## src/knn_ram.sv

```systemverilog
// Generic single-write, single-read RAM with registered read data.
// No dependencies.
`default_nettype none

module knn_ram #(
  parameter  int unsigned WIDTH = 8,
  parameter  int unsigned DEPTH = 64,
  localparam int unsigned AW    = $clog2(DEPTH)
) (
  input  logic             clk_i,
  input  logic             we_i,
  input  logic [AW-1:0]    waddr_i,
  input  logic [WIDTH-1:0] wdata_i,
  input  logic [AW-1:0]    raddr_i,
  output logic [WIDTH-1:0] rdata_o
);

  logic [WIDTH-1:0] mem_q [DEPTH];
  logic [WIDTH-1:0] rdata_q;

  // Write port and registered read port
  always_ff @(posedge clk_i) begin
    if (we_i) begin
      mem_q[waddr_i] <= wdata_i;
    end
    rdata_q <= mem_q[raddr_i];
  end

  assign rdata_o = rdata_q;

endmodule

`default_nettype wire

```

## config.mk

```make
export PLATFORM = sky130hd
export DESIGN_NAME = knn_ram
export DESIGN_NICKNAME = d
export VERILOG_FILES = /design/src/knn_ram.sv
export SDC_FILE = /design/constraint.sdc
export NUM_CORES = 1
export LEC_CHECK = 0
export BUFFER_PORTS_ARGS = -buffer_cell sky130_fd_sc_hd__buf_2
export CORE_ASPECT_RATIO = 1.2
export CORE_MARGIN = 5
export CORE_UTILIZATION = 60
export CTS_CLUSTER_DIAMETER = 80
export CTS_CLUSTER_SIZE = 30
export DETAILED_ROUTE_END_ITERATION = 8
export MAX_ROUTING_LAYER = met4
export PLACE_DENSITY = 0.83
export SLEW_MARGIN = 20
export SYNTH_ARGS = -nofsm -noshare
export SYNTH_HDL_FRONTEND = slang
export SYNTH_SLANG_ARGS = --single-unit
```

## constraint.sdc

```tcl
create_clock -name clk_i -period 5.05 [get_ports clk_i]
set_input_delay 0.2525 -clock clk_i [delete_from_list [all_inputs] [get_ports clk_i]]
set_output_delay 0.2525 -clock clk_i [all_outputs]
set_load 0.01 [all_outputs]
```

* Word level (Yosys, flattened, before mapping) *
Memories as Yosys holds them, arrays and structs flattened. A register that Yosys moved wholly into a read port is not among the register bits.
Cells that the tools add are included.

storage, ports and cells
  register bits = 0
  bits in writable memories = 512
  bits of input ports = 22
  output and inout port bits = 8
  word-level logic and storage cells = 3
  memories = 1

operators by class
  mux-type cells = 2

memory list
  name   depth  width  read ports  clocked after memory_dff  wr ports  RTL line  RTL
  mem_q  64     8      1           1                         1         18        logic [WIDTH-1:0] mem_q [DEPTH];

operators by type and width
  operator           number
  two-way mux 1 bit  2

* Depth between registers and ports, before layout *
  depth after elaboration = 2
  depth in mapped cells = 9
  depth with buffers taken out = 5

* Worst setup path after synthesis *
OpenSTA, ideal clock, no wires.

  path kind = input port to flip-flop
  start point = input port raddr_i[1]
  end point = register rdata_q[3], in the netlist rdata_o[3] (read register of mem_q)
  library setup time = 128 ps
  arrival = 1792 ps
  required time = 4922 ps
  slack = 3130 ps
  stages = 7
  buffers on the path = 3
  cells stage by stage = buf_4 buf_2 buf_2 mux4_2 mux4_2 o21ai_1 o41ai_1

RTL lines
  item                RTL line  RTL
  start: declaration  14        input logic [AW-1:0] raddr_i,
  end: declaration    19        logic [WIDTH-1:0] rdata_q;

==> results.sh <==
export IMPL_arrival_ps=3000
export IMPL_die_h_um=211
export IMPL_num_nets_final=974
export IMPL_hold_buffers=0
export IMPL_grt_pass1_wl_mm=63.2
export IMPL_max_slew_margin_rel_pct=32.4
export IMPL_syn_inst=940
export IMPL_h_tree_depth=1
export IMPL_syn_avg_cell_area_um2=21.5
export IMPL_rsz0062_at_grt="no"
export IMPL_synth_largest_area_cell="edfxtp_1"
export IMPL_ir_drop_mv=0.229
export IMPL_antenna_found_initial=5
export IMPL_firstDrtPassIters=7
export IMPL_max_stage_delay_ps=620
export IMPL_drt_antenna_violating_nets=0
export IMPL_cts_buffers=21
export IMPL_post_cts_buffers=0
export IMPL_wirelength_mm=42.0
export IMPL_grt_ovfl_total=0
export IMPL_power_leakage_nw=6.42
export IMPL_rows=73
export IMPL_min_from="raddr_i[5]"
export IMPL_ys_seq_elements=520
export IMPL_intPower_mw=5.74
export IMPL_cp_slowest_cell="buf_4"
export IMPL_p_switching_mw=1.51
export IMPL_crit_family="buffers and inverters"
export IMPL_synth_cell_types=40
export IMPL_drive_above_1_share_pct=21.1
export IMPL_path_clk_slew_ps=110
export IMPL_finalCritPeriodShare_pct=50.8
export IMPL_wl_per_cell_um=29.6
export IMPL_gr_usage_all_layers_pct=23.7
export IMPL_critPathKind="primary input to flop"
export IMPL_remaining_drc_errors=0
export IMPL_finalSetupViolCount=0
export IMPL_syn_nets=962
export IMPL_crit_top_cell="mux4_2"
export IMPL_skew_ps=25.9
export IMPL_cp_end_kind="flop"
export IMPL_cap_violations=0
export IMPL_grt_pass1_vias=9666
export IMPL_synth_top_area_share_pct=76.2
export IMPL_clkPwrFrac_pct=28.2
export IMPL_ctsResizeCount=0
export IMPL_critPathLaunchType="primary input"
export IMPL_critPathLaunch="raddr_i[0]"
export IMPL_cp_required_ps=5490
export IMPL_ios=30
export IMPL_grt_max_degree=69
export IMPL_via_per_inst=6.68
export IMPL_core_um2=33200
export IMPL_worstPathCellList="clkbuf_8 > buf_4 > mux4_2 > mux4_2 > nor2_1 > nor3_1 > o2bb2ai_1"
export IMPL_syn_area_um2=20200
export IMPL_swShare_pct=20.8
export IMPL_hold_viol=0
export IMPL_gp_congestion=0.882
export IMPL_power_frac_seq_pct=66.0
export IMPL_layout_min_cycle_time_ps=2560
export IMPL_cts_tree="yes"
export IMPL_whs_ps=121
export IMPL_status="finished, final reports clean"
export IMPL_power_density_nw_per_um2=341
export IMPL_port_buffers=29
export IMPL_cts_root_buffer="clkbuf_16"
export IMPL_initial_core_util_pct=60.8
export IMPL_route_vias_total=9499
export IMPL_area_growth_pct=5.60
export IMPL_drt_iter0_markers=1373
export IMPL_tightest_slew_ps=1010
export IMPL_drv_slew=0
export IMPL_max_freq_mhz=390
export IMPL_die_w_um=177
export IMPL_hold_class="primary input to flop"
export IMPL_clock_latency_ps=560
export IMPL_yosys_warnings=0
export IMPL_cp_num_buf_inv=2
export IMPL_synthTopCellsByArea="edfxtp_1, mux4_2, nor2_1"
export IMPL_critical_path_reg2reg_startpoint="mem_q[2][5]"
export IMPL_combinationalPowerShare_pct=5.8
export IMPL_dpl_hpwl_mm=26.0
export IMPL_clock_path_buffers=3
export IMPL_tns_ps=0
export IMPL_seq_area_frac_synth_pct=77.0
export IMPL_clkSinkCount=520
export IMPL_crit_path_max_fanout=68
export IMPL_die_area_um2=37400
==> area by class of cell <==
type | instances | area (um2)
timing repair buffer | 40 | 262
fill | 2028 | 11900
multi-input combinational | 369 | 4320
tap | 450 | 563
clock buffer | 36 | 582
antenna | 4 | 10.0
clock inverter | 2 | 28.8
sequential | 520 | 15500
==> per-stage QoR <==
stage,instances,power (mW),area (um2),utilization (%),setup slack [ps]
after floorplan,940,5.13,20200,-,3130
after global placement,1379,5.29,20700,62.3,1960
final,1421,7.25,21300,64.2,2490
after detailed placement,1379,5.31,20700,62.3,1920
after CTS,1417,7.26,21300,64.1,2500
after global routing,1421,7.46,21300,64.2,2320
==> worst paths after layout <==
| path | endpoint | slack, ps | depth (start not counted) |
|---|---|---|---|
| min reg2reg | rdata_o[4] | 860 | 3 |
| max reg2reg | rdata_o[5] | 2970 | 4 |
| min | rdata_o[0] | 120 | 3 |
| max | rdata_o[2] | 2490 | 7 |
==> power groups by stage <==
stage	clock network, mW	registers, mW	logic (mW)
after floorplan	0	4.88	0.255
after global placement	0	4.88	0.407
after detailed placement	0	4.89	0.420
after CTS	2.05	4.79	0.422
after global routing	2.23	4.79	0.448
final	2.04	4.79	0.423
==> registers in the layout, indices dropped and copies added (netlist names) <==
name,flops
mem_q,512
rdata_o,8
==> kinds of logic after synthesis <==
group,after synthesis,share of synthesized area [%]
and+or+nand+nor,153,3.39
DFF,520,77.0
muxes,162,15.9
AOI/OAI and AO/OA,54,2.07
buffers and inverters,51,1.57
==> synth_stat cells <==
| library cell | count |
|---|---|
| o21ai_0 | 2 |
| nand2_1 | 19 |
| and2_1 | 1 |
| nand4_1 | 2 |
| nor4_1 | 2 |
| nand3_1 | 13 |
| buf_12 | 2 |
| mux2_2 | 13 |
| mux4_2 | 126 |
| a211oi_1 | 4 |
| nand4b_1 | 1 |
| nor3_1 | 7 |
| nand2b_1 | 7 |
| a2111oi_0 | 2 |
| buf_4 | 13 |
| nor2b_1 | 14 |
| o41ai_1 | 2 |
| o32ai_1 | 2 |
| a31oi_1 | 1 |
| nor2_1 | 83 |
| o21a_1 | 2 |
| edfxtp_1 | 512 |
| dfxtp_1 | 8 |
| or3_1 | 1 |
| buf_1 | 4 |
| o21ai_1 | 2 |
| a21oi_1 | 3 |
| o221ai_1 | 8 |
| buf_6 | 4 |
| o2111ai_1 | 3 |
| a22oi_1 | 3 |
| o22ai_1 | 8 |
| buf_2 | 11 |
| o221a_2 | 2 |
| o2bb2ai_1 | 3 |
| mux2i_1 | 23 |
| o311ai_1 | 1 |
| nand3b_1 | 3 |
| clkbuf_1 | 17 |
| a221oi_1 | 6 |
==> worst reg2reg max path: stages, from the launching register on <==
cell and delay [ps]:
edfxtp_1 390, mux4_2 450, nor2b_1 140, a2111oi_0 800
o41ai_1 170
==> layout by cell type (no fill, tap or decap), drive strengths merged <==
| cell | count |
|---|---|
| o2111ai | 3 |
| clkbuf | 37 |
| o41ai | 2 |
| o21ai | 4 |
| nand3b | 3 |
| nand2b | 7 |
| o2bb2ai | 3 |
| mux4 | 126 |
| nor2 | 83 |
| o32ai | 2 |
| and2 | 1 |
| nand3 | 13 |
| buf | 39 |
| o221ai | 8 |
| diode | 4 |
| o311ai | 1 |
| nand4 | 2 |
| nor4 | 2 |
| a22oi | 3 |
| nor3 | 7 |
| a21oi | 3 |
| mux2i | 23 |
| o21a | 2 |
| inv | 2 |
| nand4b | 1 |
| a2111oi | 2 |
| nor2b | 14 |
| edfxtp | 512 |
| mux2 | 13 |
| nand2 | 19 |
| or3 | 1 |
| o22ai | 8 |
| dfxtp | 8 |
| a221oi | 6 |
| a31oi | 1 |
| o221a | 2 |
| a211oi | 4 |
==> layer usage <==
layer / share of wire, % / routed length, um / track usage, %
met5: 0 / 0 / -
met4: 2.8 / 1180 / 6.62
met3: 9.3 / 3910 / 4.19
met2: 51 / 21500 / 37.8
met1: 37 / 15500 / 32.4
Note: power is estimated with default switching activity, not from simulation.
