<file path="src/knn_pkg.sv">
// Shared types and constants of the k-nearest-neighbor classifier.
// No dependencies; every other file of the block but knn_ram uses this package.
`default_nettype none

package knn_pkg;

  // Fixed field widths
  localparam int unsigned FEATURE_COUNT = 4;
  localparam int unsigned FEAT_W        = 24;
  localparam int unsigned IDX_W         = 6;
  localparam int unsigned CFG_IDX_W     = 3;
  localparam int unsigned CFG_W         = 24;
  localparam int unsigned SQ_W          = 2 * FEAT_W + 2;
  localparam int unsigned DIST_W        = SQ_W + 2;

  // Parameter defaults
  localparam int unsigned DEF_MAX_POINTS     = 64;
  localparam int unsigned DEF_NEIGHBOR_COUNT = 3;

  // Function codes of an input transaction
  localparam logic FUNC_LOAD     = 1'b0;
  localparam logic FUNC_CLASSIFY = 1'b1;

  // Register map: means first, then reciprocal scales
  localparam logic [CFG_IDX_W-1:0] CFG_MEAN_BASE = 3'd0;
  localparam logic [CFG_IDX_W-1:0] CFG_INV_BASE  = 3'd4;
  localparam logic [CFG_W-1:0]     INV_RESET     = 24'd65536;

  typedef logic signed [FEAT_W-1:0] feat_t;

endpackage

`default_nettype wire

</file>
<file path="src/knn_cell.sv">
// One slot of the sorted neighbor chain: keeps the best candidate seen and
// hands the loser on to the next cell through a register. Depends on knn_pkg.
`default_nettype none

module knn_cell #(
  parameter int unsigned IW = 6
) (
  input  logic                       clk_i,
  input  logic                       rst_ni,
  input  logic                       clear_i,
  input  logic                       in_vld_i,
  input  logic [knn_pkg::DIST_W-1:0] in_dist_i,
  input  logic [IW-1:0]              in_idx_i,
  input  logic                       in_lbl_i,
  output logic                       out_vld_o,
  output logic [knn_pkg::DIST_W-1:0] out_dist_o,
  output logic [IW-1:0]              out_idx_o,
  output logic                       out_lbl_o,
  output logic                       occ_o,
  output logic [IW-1:0]              idx_o,
  output logic                       lbl_o
);

  logic                       occ_q;
  logic [knn_pkg::DIST_W-1:0] dist_q;
  logic [IW-1:0]              idx_q;
  logic                       lbl_q;
  logic                       pass_vld_q;
  logic [knn_pkg::DIST_W-1:0] pass_dist_q;
  logic [IW-1:0]              pass_idx_q;
  logic                       pass_lbl_q;
  logic                       take;

  // Ordered by distance, then by slot: the lower slot wins a tie even when
  // the chain delivers it after a higher one
  assign take = in_vld_i && (!occ_q || (in_dist_i < dist_q) ||
                             ((in_dist_i == dist_q) && (in_idx_i < idx_q)));

  // Control: occupancy and pass-on valid
  always_ff @(posedge clk_i or negedge rst_ni) begin
    if (!rst_ni) begin
      occ_q      <= 1'b0;
      pass_vld_q <= 1'b0;
    end else if (clear_i) begin
      occ_q      <= 1'b0;
      pass_vld_q <= 1'b0;
    end else begin
      pass_vld_q <= in_vld_i && (!take || occ_q);
      if (take) begin
        occ_q <= 1'b1;
      end
    end
  end

  // Payload: kept entry and entry handed on
  always_ff @(posedge clk_i) begin
    if (take) begin
      dist_q      <= in_dist_i;
      idx_q       <= in_idx_i;
      lbl_q       <= in_lbl_i;
      pass_dist_q <= dist_q;
      pass_idx_q  <= idx_q;
      pass_lbl_q  <= lbl_q;
    end else begin
      pass_dist_q <= in_dist_i;
      pass_idx_q  <= in_idx_i;
      pass_lbl_q  <= in_lbl_i;
    end
  end

  assign out_vld_o  = pass_vld_q;
  assign out_dist_o = pass_dist_q;
  assign out_idx_o  = pass_idx_q;
  assign out_lbl_o  = pass_lbl_q;
  assign occ_o      = occ_q;
  assign idx_o      = idx_q;
  assign lbl_o      = lbl_q;

endmodule

`default_nettype wire

</file>
<file path="config.mk">
export PLATFORM = sky130hd
export DESIGN_NAME = knn_cell
export DESIGN_NICKNAME = d
export VERILOG_FILES = /design/src/knn_pkg.sv /design/src/knn_cell.sv
export SDC_FILE = /design/constraint.sdc
export NUM_CORES = 1
export LEC_CHECK = 0
export BUFFER_PORTS_ARGS = -buffer_cell sky130_fd_sc_hd__buf_2
export CAP_MARGIN = 20
export CORE_ASPECT_RATIO = 0.75
export CORE_MARGIN = 2
export CORE_UTILIZATION = 46
export DETAILED_ROUTE_END_ITERATION = 8
export PLACE_DENSITY = 0.83
export SYNTH_ARGS = -nofsm -noshare
export SYNTH_HDL_FRONTEND = slang
export SYNTH_SLANG_ARGS = --single-unit
</file>
<file path="constraint.sdc">
create_clock -name clk_i -period 4.84 [get_ports clk_i]
set_input_delay 0.968 -clock clk_i [delete_from_list [all_inputs] [get_ports clk_i]]
set_output_delay 0.968 -clock clk_i [all_outputs]
set_load 0.01 [all_outputs]
</file>
# [Word level (Yosys, flattened, before mapping)]
# Cells that the tools add are included.
[totals] output_inout_bits=68 latch_bits=0 in_bits=63 ramBits=0 elab_cells=26 regBits=120 memories=0 romBits=0
[op_classes] addsub=0 bitwise=0 eq_ne=1 muxes=6 multipliers=0 n_lt_le_gt_ge=2 n_reduce_logical=9 n_div=0 shift=0
[op_table] operator="$eq 52x52->1" n=1
[op_table] operator="$lt 52x52->1" n=1
[op_table] operator="$mux 52" n=1
[op_table] operator="$lt 6x6->1" n=1
[op_table] operator="$mux 6" n=1
[op_table] operator="$mux 1" n=4
[op_table] operator="$logic_and 1x1->1" n=3
[op_table] operator="$logic_or 1x1->1" n=3
[op_table] operator="$logic_not 1->1" n=2
[op_table] operator="$reduce_bool 2->1" n=1

# [Logic depth before layout (Yosys ltp)]
[depth] depth_word=8 mapped_depth=10 depth_no_buf=9

# [Worst setup path before layout]
# No wires, ideal clock.
[synth_path] path_kind="input -> register" from="input in_dist_i[51] (netlist bit)" to="register dist_q[0] (netlist bit), enable pin" cell_stages=8 setup_ns=0.413 t_arrival_ns=3.631 required_time_ns=4.427 path_buffers=1 slack_ns=0.796 cell_sequence="ha_1 nand4_1 nor4_2 nand3_1 o31ai_2 o21ai_4 buf_6 inv_1"
[synth_via] elab_chain_cells=4 elab_cells_between_ends=6 classes_between="1 x order compare; 1 x eq/ne; 4 x reduce/logical"
[synth_lines] item="start, declared" line_no="knn_cell.sv:12" rtl="input logic [knn_pkg::DIST_W-1:0] in_dist_i,"
[synth_lines] item="$lt 52x52->1 or $eq 52x52->1 (tied branches)" line_no="knn_cell.sv:36, knn_cell.sv:37"
[synth_lines] item="$logic_or 1x1->1 or $logic_and 1x1->1 (tied branches)" line_no="knn_cell.sv:36, knn_cell.sv:37"
[synth_lines] item="$logic_or 1x1->1 (*)" line_no="knn_cell.sv:36" rtl="assign take = in_vld_i && (!occ_q || (in_dist_i < dist_q) ||"
[synth_lines] item="$logic_and 1x1->1 (*)" line_no="knn_cell.sv:36"
[synth_lines] item="net take" line_no="knn_cell.sv:32" rtl="logic take;"
[synth_lines] item="end signal, assigned" line_no="knn_cell.sv:58" rtl="dist_q <= in_dist_i;"
[synth_lines] item="end, declared" line_no="knn_cell.sv:25" rtl="logic [knn_pkg::DIST_W-1:0] dist_q;"
# The timed path passes the listed nets; every way through them passes the cells marked *.
# A chain may end at the register's enable or synchronous reset.

# [Worst setup path in the final report]
[layout_path] from="input in_dist_i[10] (netlist bit)" to="register pass_dist_q (netlist bit out_dist_o[27])"
[layout_via] elab_chain_cells=5 elab_cells_between_ends=7 classes_between="1 x order compare; 1 x eq/ne; 1 x mux; 4 x reduce/logical"
[layout_lines] item="$lt 52x52->1 or $eq 52x52->1 (tied branches)" line_no="knn_cell.sv:36, knn_cell.sv:37"
[layout_lines] item="$logic_or 1x1->1 or $logic_and 1x1->1 (tied branches)" line_no="knn_cell.sv:36, knn_cell.sv:37"
[layout_lines] item="$logic_or 1x1->1 (*)" line_no="knn_cell.sv:36"
[layout_lines] item="$logic_and 1x1->1 (*)" line_no="knn_cell.sv:36"
[layout_lines] item="$mux 52 (*)" line_no="knn_cell.sv:57" rtl="if (take) begin"
[layout_lines] item="end signal, assigned" line_no="knn_cell.sv:61" rtl="pass_dist_q <= dist_q;"
[layout_lines] item="end signal, assigned" line_no="knn_cell.sv:65" rtl="pass_dist_q <= in_dist_i;"
[layout_lines] item="end, declared" line_no="knn_cell.sv:29" rtl="logic [knn_pkg::DIST_W-1:0] pass_dist_q;"
# Mark *: on every way between the ends. The rest lies on a longest branch, timed or not.

==> flow_summary.json <==
{
  "ant_nets": 0,
  "synth_edf_count": 59,
  "tightest_slew_ns": 0.8171,
  "multi_input_area_um2": 1931,
  "seq_area_frac_synth_pct": 57.42,
  "syn_avg_cell_area_um2": 13.11,
  "rrSetupSlack_ns": 1.56,
  "path_clk_slew_ns": 0.05,
  "required_ns": 5.13,
  "finish.utilization_pct": 59.94,
  "rr_startpoint": "dist_q[10]",
  "clk_latency_ns": 0.41,
  "grt_usage_pct": 18.42,
  "fmax_ghz": 0.2810,
  "synth_top_area_cell": "edfxtp_1",
  "antenna_found_initial": 0,
  "coreArea_um2": 11020,
  "clockBufferDepth": 2,
  "rsz0062_at_grt": "no",
  "peakVddDrop_mv": 0.2568,
  "vias": 3503,
  "cap_violations": 0,
  "drt_iter0_markers": 166,
  "min_period_ns": 3.559,
  "syn_nets": 519,
  "cp.arrival_ns": 3.85,
  "cts_resized": 0,
  "start_util_pct": 47.44,
  "fp-row-count": 33,
  "p_total_uw": 2774,
  "path_max_fanout": 59,
  "startpoint_type": "input port",
  "io_pins": 131,
  "crit_type": "input port to register",
  "crit_start": "in_dist_i[10]",
  "cts_tree": "built",
  "routed_wl_mm": 10.74,
  "die_w_um": 127.1,
  "register_area_um2": 3003,
  "dp_hpwl_mm": 7.620,
  "drc": 0,
  "async_reset_ff_share_pct": 1.667,
  "n_antenna_cell": 0,
  "slowest_delay_ns": 0.65,
  "pwr_density_cell_nw_per_um2": 419.8,
  "endpoint": "out_dist_o[27]",
  "synthFlopType": "edfxtp_1",
  "gp_congestion": 0.8326,
  "hold_violations": 0,
  "die_area_um2": 12250,
  "area_growth_pct": 26.34,
  "leakagePower_uw": 0.003117,
  "critical-path-slowest-cell": "buf_4",
  "finalMaxSlewViolations": 0,
  "routedWlPerCell_um": 15.41,
  "portBuffers": 130,
  "clockRootBuffer": "clkbuf_16",
  "hold_class": "input port to asynchronous set/reset pin",
  "setup_tns_ns": 0,
  "grt_overflow": 0,
  "grt_pass1_vias": 3410,
  "firstDrtPassIters": 4,
  "setup_viol": 0,
  "hold_buffers": 0,
  "netlist_area_um2": 5230,
  "clock_skew_ns": 0.008432,
  "drive_gt1_share_pct": 29.44,
  "nets": 664,
  "hold-worst-slack_ns": 0.3315,
  "grt_max_degree": 60,
  "run_status": "completed",
  "die_h_um": 96.34,
  "cts_setup_buffers": 0,
  "crit_path_end_kind": "register",
  "reg2reg_depth": 10,
  "grt_pass1_wl_mm": 16.91,
  "synth_cell_types": 31,
  "synthCells": 399,
  "regToRegEndpoint": "out_dist_o[27]",
  "post-synth-top-count-cell": "inv_1",
  "synth_top_area_share_pct": 33.88,
  "min_period_over_period_pct": 73.53,
  "netlist_top_cells_area": "edfxtp_1 34%, dfxtp_1 23%, ha_1 14%, mux2_1 13%, inv_1 4.4%",
  "vias_per_cell": 5.026,
  "synth_warnings": 0,
  "htreeDepth": 4,
  "cts.sinks": 120,
  "synthTopCellsByCount": "61 x inv_1, 59 x dfxtp_1, 59 x edfxtp_1, 59 x mux2_1, 57 x ha_1",
  "ys_ff_latch": 120,
  "max_slew_margin_pct": 45.52,
  "fill_cells": 878,
  "cts_buffers": 17,
  "crit_chain": "buf_2 > ha_1 > and4_1 > nor4bb_1 > o21ai_0 > a31oi_1 > nor3_1 > o21ai_4 > buf_4 > mux2_1"
}
[metrics by stage]
| stage | setup slack [ns] | cells | instance area (um^2) |
|---|---|---|---|
| 2_1_floorplan | 0.7956 | 399 | 5230 |
| 3_3_place_gp | 0.9310 | 665 | 6016 |
| 3_5_place_dp | 0.8842 | 665 | 6016 |
| 4_1_cts | 1.295 | 697 | 6608 |
| 5_1_grt | 1.166 | 697 | 6608 |
| 6_report | 1.281 | 697 | 6608 |
[worst min-delay path by stage]
stage	start	to	slack [ns]	cells after the start
after floorplan	dist_q[10]	out_dist_o[10]	0.45	1
after global placement	dist_q[6]	out_dist_o[6]	0.46	1
after detailed placement	dist_q[36]	out_dist_o[36]	0.47	1
after CTS	rst_ni	out_vld_o	0.32	1
after global routing	rst_ni	occ_o	0.31	1
final	rst_ni	out_vld_o	0.33	1
[cells in the final DEF, fill, tap and decap left out, types with 2 or more instances in the layout]
cell	count
nor2b_1	2
nand2_1	16
o21ai_0	9
edfxtp_1	59
nor2_1	6
bufinv_16	3
a21o_1	3
clkbuf_8	2
buf_2	130
dfxtp_1	59
inv_1	60
clkbuf_16	17
clkinv_2	5
nor3_1	2
ha_1	57
and4_1	3
clkbuf_1	4
a221oi_1	3
a21oi_1	22
mux2_1	59
dfrtp_1	2
nand3_1	6
nand4_1	11
[sequential cells by signal, indices dropped and copies added (netlist names)]
register    flops
out_idx_o       6
out_dist_o     52
lbl_o           1
idx_o           6
dist_q         52
out_vld_o       1
occ_o           1
out_lbl_o       1
[final cells by class]
type / count / area share, %
repair buffers: 132 / 10.26
clock buffers: 23 / 7.082
well taps: 140 / 2.651
flip-flops and latches: 120 / 45.45
inverters: 61 / 3.465
multi-input cells: 212 / 29.22
clock inverters: 9 / 1.875
[metal layers]
metal  global-route usage (%)  wire length, um  vias to the layer above
met2                    28.63             4976                      110
li1                         -                -                     1734
met5                        0                0                        -
met1                    22.84             4865                     1641
met4                    8.516              226                        0
met3                    7.226              672                       18
[critical path: cells and delay by family]
family          cells  cell delay [ns]
mux                 1             0.39
fa+ha+maj           1             0.32
compound gates      3             0.56
simple gates        3             0.79
buf+inv             2             0.76
[power by group]
| group | total, uW | switching [uW] | leakage, uW | internal [uW] |
|---|---|---|---|---|
| clock network | 1260 | 433 | 0.000295 | 832 |
| logic | 321 | 180 | 0.00173 | 141 |
| registers | 1190 | 29.9 | 0.00110 | 1160 |
[logic make-up (layout without fill, tap and decap cells)]
family / after synthesis / after routing / share of synthesized area (%)
buffers and inverters: 67 / 225 / 5.670
AND/OR/NAND/NOR: 50 / 50 / 5.096
multiplexers: 59 / 59 / 12.70
adder cells (fa/ha/maj): 57 / 57 / 13.64
AO/OA/AOI/OAI: 46 / 46 / 5.479
flip-flops: 120 / 120 / 57.42
No activity file was read; power rests on OpenSTA's default activity.
